**config.mk**
```make
export PLATFORM = sky130hd
export DESIGN_NAME = trial_division_prime_counter_top
export DESIGN_NICKNAME = d
export VERILOG_FILES = /design/src/rtl/core/tdpc_pkg.sv /design/src/rtl/core/tdpc_datapath.sv /design/src/rtl/core/tdpc_ctrl.sv /design/src/rtl/core/trial_division_prime_counter_top.sv
export VERILOG_INCLUDE_DIRS = /design/src /design/src/rtl/core
export SDC_FILE = /design/constraint.sdc
export NUM_CORES = 1
export LEC_CHECK = 0
export ABC_CLOCK_PERIOD_IN_PS = 8700
export BUFFER_PORTS_ARGS = -buffer_cell sky130_fd_sc_hd__buf_2
export CELL_PAD_IN_SITES_DETAIL_PLACEMENT = 1
export CELL_PAD_IN_SITES_GLOBAL_PLACEMENT = 1
export CORE_MARGIN = 10
export CORE_UTILIZATION = 30
export DETAILED_ROUTE_END_ITERATION = 10
export PLACE_DENSITY = 0.6
export REMOVE_ABC_BUFFERS = 1
export SLEW_MARGIN = 40
export SYNTH_ARGS = -nofsm -noshare
export SYNTH_HDL_FRONTEND = slang
export SYNTH_HIERARCHICAL = 1
export SYNTH_SLANG_ARGS = --single-unit
```
**constraint.sdc**
```tcl
create_clock -name clk -period 8.7 [get_ports clk]
set_input_delay 1.305 -clock clk [delete_from_list [all_inputs] [get_ports clk]]
set_output_delay 1.305 -clock clk [all_outputs]
set_load 0.1 [all_outputs]
```
**src/rtl/core/trial_division_prime_counter_top_assert.svh**
```systemverilog
// Assertion macros for the prime counter top level
`ifndef TRIAL_DIVISION_PRIME_COUNTER_TOP_ASSERT_SVH
`define TRIAL_DIVISION_PRIME_COUNTER_TOP_ASSERT_SVH

// same-cycle implication, held off while reset is asserted
`define TDPC_ASSERT_NOW(label, clk, rst_n, ante, cons) \
	label: assert property (@(posedge clk) disable iff (!(rst_n)) (ante) |-> (cons)) \
		else $error("tdpc assertion failed");

// next-cycle implication, held off while reset is asserted
`define TDPC_ASSERT_NEXT(label, clk, rst_n, ante, cons) \
	label: assert property (@(posedge clk) disable iff (!(rst_n)) (ante) |=> (cons)) \
		else $error("tdpc assertion failed");

`endif

```
**src/rtl/core/tdpc_pkg.sv**
```systemverilog
// Shared constants, payload types and control structs for the prime counter
package tdpc_pkg;

	localparam int NUM_WIDTH = 32;
	localparam int FIELD_W   = 32;
	localparam int COUNT_W   = 32;
	// trial divisor stays below 2^(NUM_WIDTH/2)+2, its square below 2^(NUM_WIDTH+2)
	localparam int DIV_W     = NUM_WIDTH / 2 + 2;
	localparam int SQ_W      = NUM_WIDTH + 2;
	localparam int BIT_W     = $clog2(NUM_WIDTH);

	typedef struct packed {
		logic [FIELD_W-1:0] number;
		logic               first_of_run;
	} req_t;

	typedef struct packed {
		logic               is_prime;
		logic [COUNT_W-1:0] prime_total;
		logic [COUNT_W-1:0] composite_total;
	} res_t;

	typedef struct packed {
		logic load;       // capture a new request
		logic div_start;  // clear remainder, load dividend shifter
		logic div_step;   // one restoring remainder bit
		logic next_div;   // advance divisor by two, update its square
		logic finish;     // count and publish the verdict
		logic prime;      // verdict that goes with finish
	} cmd_t;

	typedef struct packed {
		logic small_prime; // number is two or three
		logic small_comp;  // number below two, or even
		logic sq_over;     // divisor squared exceeds the number
		logic div_last;    // current remainder step is the last one
		logic rem_zero;    // divisor leaves no remainder
		logic out_full;    // result register holds a stalled result
	} stat_t;

endpackage

```
**src/rtl/core/tdpc_datapath.sv**
```systemverilog
// Datapath: operand registers, bit-serial remainder unit, counters and result register
module tdpc_datapath import tdpc_pkg::*; (
	input  logic  clk,
	input  logic  arst_n,
	input  req_t  req,
	input  cmd_t  cmd,
	output stat_t stat,
	output logic  res_valid,
	input  logic  res_stall,
	output res_t  res
);

	logic [NUM_WIDTH-1:0] n_q;
	logic [NUM_WIDTH-1:0] sh_q;
	logic                 first_q;
	logic [DIV_W-1:0]     d_q;
	logic [SQ_W-1:0]      sq_q;
	logic [DIV_W-1:0]     rem_q;
	logic [BIT_W-1:0]     bit_q;
	logic [COUNT_W-1:0]   prime_cnt_q;
	logic [COUNT_W-1:0]   comp_cnt_q;
	logic                 res_valid_q;
	res_t                 res_q;

	logic [DIV_W:0]       shifted;
	logic [DIV_W-1:0]     rem_next;
	logic [COUNT_W-1:0]   prime_base;
	logic [COUNT_W-1:0]   comp_base;
	logic [COUNT_W-1:0]   prime_new;
	logic [COUNT_W-1:0]   comp_new;

	assign shifted  = {rem_q, sh_q[NUM_WIDTH-1]};
	assign rem_next = (shifted >= {1'b0, d_q}) ? DIV_W'(shifted - {1'b0, d_q})
	                                           : shifted[DIV_W-1:0];

	assign stat.small_prime = (n_q == NUM_WIDTH'(2)) || (n_q == NUM_WIDTH'(3));
	assign stat.small_comp  = (n_q < NUM_WIDTH'(2)) || !n_q[0];
	assign stat.sq_over     = sq_q > {2'b00, n_q};
	assign stat.div_last    = bit_q == BIT_W'(NUM_WIDTH - 1);
	assign stat.rem_zero    = rem_q == '0;
	assign stat.out_full    = res_valid_q && res_stall;

	assign prime_base = first_q ? '0 : prime_cnt_q;
	assign comp_base  = first_q ? '0 : comp_cnt_q;
	assign prime_new  = (cmd.prime && !(&prime_base)) ? prime_base + COUNT_W'(1) : prime_base;
	assign comp_new   = (!cmd.prime && !(&comp_base)) ? comp_base + COUNT_W'(1) : comp_base;

	always_ff @(posedge clk) begin
		if (cmd.load) begin
			n_q     <= req.number[NUM_WIDTH-1:0];
			first_q <= req.first_of_run;
			d_q     <= DIV_W'(3);
			sq_q    <= SQ_W'(9);
		end else if (cmd.next_div) begin
			d_q  <= d_q + DIV_W'(2);
			// (d+2)^2 = d^2 + 4d + 4
			sq_q <= sq_q + SQ_W'({d_q, 2'b00}) + SQ_W'(4);
		end
		if (cmd.div_start) begin
			sh_q  <= n_q;
			rem_q <= '0;
			bit_q <= '0;
		end else if (cmd.div_step) begin
			sh_q  <= {sh_q[NUM_WIDTH-2:0], 1'b0};
			rem_q <= rem_next;
			bit_q <= bit_q + BIT_W'(1);
		end
		if (cmd.finish) begin
			res_q.is_prime        <= cmd.prime;
			res_q.prime_total     <= prime_new;
			res_q.composite_total <= comp_new;
		end
	end

	always_ff @(posedge clk or negedge arst_n) begin
		if (!arst_n) begin
			prime_cnt_q <= '0;
			comp_cnt_q  <= '0;
			res_valid_q <= 1'b0;
		end else begin
			if (cmd.finish) begin
				prime_cnt_q <= prime_new;
				comp_cnt_q  <= comp_new;
				res_valid_q <= 1'b1;
			end else if (!res_stall) begin
				res_valid_q <= 1'b0;
			end
		end
	end

	assign res_valid = res_valid_q;
	assign res       = res_q;

endmodule

```
**src/rtl/core/tdpc_ctrl.sv**
```systemverilog
// Controller: sequences classification, divisor loop and result hand-off
module tdpc_ctrl import tdpc_pkg::*; (
	input  logic  clk,
	input  logic  arst_n,
	input  logic  req_valid,
	output logic  req_stall,
	input  stat_t stat,
	output cmd_t  cmd
);

	localparam logic [2:0] S_IDLE     = 3'd0;
	localparam logic [2:0] S_CLASSIFY = 3'd1;
	localparam logic [2:0] S_CHECK    = 3'd2;
	localparam logic [2:0] S_DIV      = 3'd3;
	localparam logic [2:0] S_TEST     = 3'd4;
	localparam logic [2:0] S_DONE     = 3'd5;

	logic [2:0] state_q;
	logic [2:0] state_d;
	logic       verdict_q;
	logic       verdict_d;

	assign req_stall = state_q != S_IDLE;

	always_comb begin
		state_d   = state_q;
		verdict_d = verdict_q;
		cmd       = '0;
		cmd.prime = verdict_q;
		unique case (state_q)
			S_IDLE: begin
				if (req_valid) begin
					cmd.load = 1'b1;
					state_d  = S_CLASSIFY;
				end
			end
			S_CLASSIFY: begin
				if (stat.small_prime) begin
					verdict_d = 1'b1;
					state_d   = S_DONE;
				end else if (stat.small_comp) begin
					verdict_d = 1'b0;
					state_d   = S_DONE;
				end else begin
					state_d = S_CHECK;
				end
			end
			S_CHECK: begin
				if (stat.sq_over) begin
					verdict_d = 1'b1;
					state_d   = S_DONE;
				end else begin
					cmd.div_start = 1'b1;
					state_d       = S_DIV;
				end
			end
			S_DIV: begin
				cmd.div_step = 1'b1;
				if (stat.div_last) begin
					state_d = S_TEST;
				end
			end
			S_TEST: begin
				if (stat.rem_zero) begin
					verdict_d = 1'b0;
					state_d   = S_DONE;
				end else begin
					cmd.next_div = 1'b1;
					state_d      = S_CHECK;
				end
			end
			S_DONE: begin
				// wait for the result register to free up
				if (!stat.out_full) begin
					cmd.finish = 1'b1;
					state_d    = S_IDLE;
				end
			end
			default: begin
				state_d = S_IDLE;
			end
		endcase
	end

	always_ff @(posedge clk or negedge arst_n) begin
		if (!arst_n) begin
			state_q   <= S_IDLE;
			verdict_q <= 1'b0;
		end else begin
			state_q   <= state_d;
			verdict_q <= verdict_d;
		end
	end

endmodule

```
**src/rtl/core/trial_division_prime_counter_top.sv**
```systemverilog
// Top level of the trial division prime counter
//
//   channel | direction | handshake              | payload
//   --------+-----------+------------------------+------------------------------
//   req     | in        | req_valid / req_stall  | number, first_of_run
//   res     | out       | res_valid / res_stall  | is_prime, prime_total, composite_total
//
// One request at a time. Numbers below four and even numbers are settled without trial division.
// Each odd trial divisor takes a bound check, a bit-serial remainder at one bit per
// cycle and a zero test. The result register frees the input side once a verdict
// is published, so a new request is taken while a result waits on res_stall.
// Reset clears both counts and the control state; no clearing pass.
module trial_division_prime_counter_top import tdpc_pkg::*; (
	input  logic clk,
	input  logic arst_n,
	input  logic req_valid,
	output logic req_stall,
	input  req_t req,
	output logic res_valid,
	input  logic res_stall,
	output res_t res
);

	`include "trial_division_prime_counter_top_assert.svh"

	cmd_t  cmd;
	stat_t stat;

	tdpc_ctrl u_ctrl (
		.clk       (clk),
		.arst_n    (arst_n),
		.req_valid (req_valid),
		.req_stall (req_stall),
		.stat      (stat),
		.cmd       (cmd)
	);

	tdpc_datapath u_datapath (
		.clk       (clk),
		.arst_n    (arst_n),
		.req       (req),
		.cmd       (cmd),
		.stat      (stat),
		.res_valid (res_valid),
		.res_stall (res_stall),
		.res       (res)
	);

	`TDPC_ASSERT_NEXT(a_busy_after_accept, clk, arst_n, req_valid && !req_stall, req_stall)
	`TDPC_ASSERT_NOW(a_no_overwrite, clk, arst_n, cmd.finish, !(res_valid && res_stall))
	`TDPC_ASSERT_NOW(a_prime_counted, clk, arst_n, res_valid && res.is_prime, res.prime_total != '0)

endmodule
```
# Yosys cells after proc, flatten, opt, wreduce, memory -nomap -nowiden

Index checks and enable logic that the tools add are counted.

Flip-flop bits (word level): 274
Input bits: 37
Output and inout bits: 67
Word-level logic and storage cells: 89

Add/subtract/negate cells: 7
Magnitude comparators: 3
Equal/unequal tests: 15
Multiplexer cells: 31
Reductions and logical operators: 18

Operators by type and width:

| operator                                             | number |
|---|---|
| 2-to-1 mux 32 bit                                    | 6 |
| adder 32 x 1 -> 32 bit (second input constant)       | 2 |
| == test 32 x 2 -> 1 bit (second input constant)      | 2 |
| AND reduction 32 bit                                 | 2 |
| adder 34 x 20 -> 34 bit                              | 1 |
| adder 34 x 3 -> 34 bit (second input constant)       | 1 |
| > comparator 34 x 32 -> 1 bit                        | 1 |
| < comparator 32 x 2 -> 1 bit (second input constant) | 1 |
| 2-to-1 mux 3 bit                                     | 7 |
| >= comparator 19 x 18 -> 1 bit                       | 1 |
| adder 18 x 2 -> 18 bit (second input constant)       | 1 |
| logical NOT 18 bit                                   | 1 |
| 2-to-1 mux 18 bit                                    | 1 |
| one-hot mux 3 bit (6 select lines)                   | 1 |
| subtractor 18 bit                                    | 1 |
| 2-to-1 mux 1 bit                                     | 15 |
| != test 2 bit (second input constant)                | 5 |
| == test 3 x 2 -> 1 bit (second input constant)       | 2 |
| == test 3 bit (second input constant)                | 2 |
| nonzero test 3 bit                                   | 2 |
| adder 5 x 1 -> 5 bit (second input constant)         | 1 |
| == test 5 bit (second input constant)                | 1 |
| logical NOT 1 bit                                    | 4 |
| AND reduction 4 bit                                  | 1 |
| 9 further kinds                                      | 12 |

# Depth between registers and ports, before layout

Word-level depth: 5
Gate-level depth with buffers: 16
Mapped depth without buffers: 16

# Hierarchy

Netlist, hierarchy kept.

By module, submodules not included:

| module        | times used | cells each | area an instance (um^2) | seq. area each (um^2) |
|---|---|---|---|---|
| tdpc_datapath | 1          | 1471       | 14936.8                 | 6951.7 |
| tdpc_ctrl     | 1          | 47         | 345.3                   | 100.1 |

# Worst setup path after synthesis

OpenSTA, ideal clock, no wires.

Kind: input-to-reg
Start: input port res_stall
End: register u_datapath.comp_cnt_q[14]
Library setup time: 0.130 ns
Arrival: 9.498 ns
Required time: 8.570 ns
Slack: -0.927 ns
Cell stages on the path: 8
Path buffers: 4
Cell sequence: and2_1 > nor4b_1 > clkbuf_1 > inv_1 > clkbuf_1 > clkbuf_1 > clkbuf_1 > o2bb2ai_1

RTL lines:

| what                   | line                                   | source |
|---|---|---|
| start: declaration     | trial_division_prime_counter_top.sv:20 | `input logic res_stall,` |
| end signal: assignment | tdpc_datapath.sv:83                    | `comp_cnt_q <= comp_new;` |
| end: declaration       | tdpc_datapath.sv:21                    | `logic [COUNT_W-1:0] comp_cnt_q;` |

==> out/metrics.yaml <==
place_area_um2: 16500
grt_pass1_wl_um: 65800
nets: 1737
area_growth_pct: 15.7
io_buffers: 103
cp-start-kind: "flop"
cts.clk_slew.worst_paths_ns: 0.06
multi_input_area_um2: 7580
fill_cells: 5697
p_per_area_nw_per_um2: 311
grt_max_degree: 141
gp_congestion: 0.807
antenna_found_initial: 4
initial_core_util: 0.304
avgRoutedWirePerCell_um: 17.4
hold-path-endpoint: "u_datapath/prime_cnt_q[1]$_DFFE_PN0P_"
dieArea_um2: 60400
die_w_um: 246
ioPinCount: 104
post-cts-setup-buffers: 0
period_share: 0.456
setup_ws_ns: 4.73
final_cell_mix: "154 x nor2_1, 130 x edfxtp_1, 115 x inv_1"
async_reset_ff_frac: 0.256
finish.utilization: 0.352
ys_seq_area_frac: 0.461
arrival_ns: 4.14
end_kind: "flop"
fin_area_um2: 17700
place_ws_ns: 4.71
fmax_ghz: 0.252
holdBufCountCts: 0
drt_first_pass_iters: 4
worst_clock_skew_ns: 0.0194
num_rows: 82
dp_hpwl_um: 28600
synth-edff-count: 130
p_leak_nw: 7.21
hold_path_class: "reg -> reg"
worst_pin_slew_ns: 0.762
core_area_um2: 50300
insertion_delay_ns: 0.54
regArea_um2: 7050
reg2reg_to: "u_datapath/sh_q[8]$_DFFE_PP_"
rsz0062_at_grt: "no"
critPathRequiredTime_ns: 8.87
ys_ff_latch: 270
power_mw: 5.51
cts_htree_levels: 2
synth_warnings: 6
maxSlewViolCount: 0
status: "finished clean"
synth_ff_type: "edfxtp_1"
numClockSinks: 270
grt-ovfl-total: 0
clockBufferDepth: 3
synth.avg_cell_area_um2: 10.1
r2r-start: "u_datapath/n_q[5]$_DFFE_PP_"
worstHoldStart: "u_datapath/prime_cnt_q[1]$_DFFE_PN0P_"
r2r_cells: 14
syn-cell-area_um2: 15300
crit_fanout: 33
antenna_left: 0
hold_viol_final: 0
cts_buffers: 35
maxCapViolCount: 0
netlist_instances: 1518
grt_pass1_vias: 12300
initialDrtViolationCount: 496
cts_resized: 0
cts_root_buffer: "clkbuf_16"
worst-setup-path-type: "reg -> reg"
vias: 11600
cts_tree: "done"
ys_types: 92
final_common_cell: "nor2_1"
regToRegSetupSlack_ns: 4.73
die_h_um: 246
grt_usage: 0.133
min_path_cells: 2
vias_per_cell: 5.00
min_period_ns: 3.97
slew_headroom: 0.489
drc_errors: 0
setup_viol: 0
ir_drop_mv: 0.131
drive_gt1_frac: 0.160
routed_wl_um: 40200
synthesized netlist by cell type, types with 29 or more instances:
library cell | number | area, µm²
nor3_1 | 57 | 285
clkbuf_1 | 43 | 161
ha_1 | 86 | 1080
dfrtp_1 | 69 | 1730
inv_1 | 116 | 435
xnor2_1 | 95 | 832
o22ai_1 | 39 | 244
nor2b_1 | 29 | 181
nand2_1 | 75 | 282
mux2_2 | 46 | 518
dfxtp_1 | 71 | 1420
edfxtp_1 | 130 | 3900
nand3_1 | 43 | 215
nor2_1 | 156 | 586
a21oi_1 | 77 | 385
mux2i_1 | 39 | 390
o21ai_0 | 32 | 160
power by group:
group	internal, mW	switching, mW	total, mW
clock	0.876	0.569	1.44
sequential	1.71	0.251	1.96
combinational	0.760	1.34	2.10
total	3.35	2.16	5.51
cell type report:
| cell class | count | share of cell area |
|---|---|---|
| antenna | 1 | 0.000142 |
| sequential | 270 | 0.399 |
| multi-input combinational | 1073 | 0.429 |
| timing repair buffer | 115 | 0.0357 |
| clock inverter | 16 | 0.00934 |
| inverter | 117 | 0.0248 |
| tap | 672 | 0.0476 |
| clock buffer | 46 | 0.0549 |
kinds of logic (layout without fill, tap and decap cells):
group                      count (synthesis)  in the layout  synth area share
AOI/OAI and AO/OA                        282            282             0.126
DFF                                      270            270             0.461
muxes                                     86             86            0.0602
buffers and inverters                    175            294            0.0456
xor gates and xnor gates                 102            102            0.0585
adders and majority gates                 88             88            0.0730
other                                      0              1                 0
and+or+nand+nor                          515            515             0.175
state kept, by name, summed over array words and instances, names as in the netlist:
signal                  flops
u_datapath/d_q             17
u_ctrl/state_q              3
u_datapath/rem_q           18
u_datapath/res_valid        1
u_datapath/sh_q            32
u_datapath/res             65
u_datapath/sq_q            31
u_datapath/prime_cnt_q     32
u_datapath/bit_q            5
u_datapath/n_q             32
u_ctrl/verdict_q            1
u_datapath/comp_cnt_q      32
u_datapath/first_q          1
through the flow:
step | cells | TNS, ns | hold slack, ns
after floorplan | 1460 | -954.63 | 0.452
after global placement | 2247 | 0 | 0.479
after detailed placement | 2247 | 0 | 0.491
after CTS | 2309 | 0 | 0.506
after global routing | 2309 | 0 | 0.536
final | 2310 | 0 | 0.508
metal layers:
metal,GRT usage,part of all wire
met3,0.0287,0.044
met1,0.168,0.46
met2,0.228,0.48
met5,0,0
met4,0.0312,0.017
worst max-delay path by stage:
stage	start	depth (start not counted)	slack, ns	end
3_5_place_dp	u_datapath/n_q[4]$_DFFE_PP_	14	4.71	u_datapath/sh_q[27]$_DFFE_PP_
6_report	u_datapath/n_q[5]$_DFFE_PP_	14	4.73	u_datapath/sh_q[8]$_DFFE_PP_
4_1_cts	u_datapath/n_q[5]$_DFFE_PP_	14	4.66	u_datapath/sh_q[8]$_DFFE_PP_
3_3_place_gp	res_stall	8	4.76	u_datapath/comp_cnt_q[30]$_DFFE_PN0P_
2_1_floorplan	res_stall	5	-11.51	u_datapath/comp_cnt_q[30]$_DFFE_PN0P_
5_1_grt	u_datapath/n_q[4]$_DFFE_PP_	14	4.31	u_datapath/sh_q[8]$_DFFE_PP_
worst max-delay path, cell delays in order (launching register included):
cell and delay [ns]:
edfxtp_1 0.38, inv_1 0.07, ha_1 0.30, and4_1 0.24, a211o_1 0.29, a221oi_1 0.37, nor3_1 0.08, o21a_1 0.18
o31ai_1 0.19, a21oi_1 0.25, nor3_2 0.27, buf_4 0.29, nor2_1 0.20, inv_1 0.09, buf_4 0.39
Power figures use the tool's default switching activity.
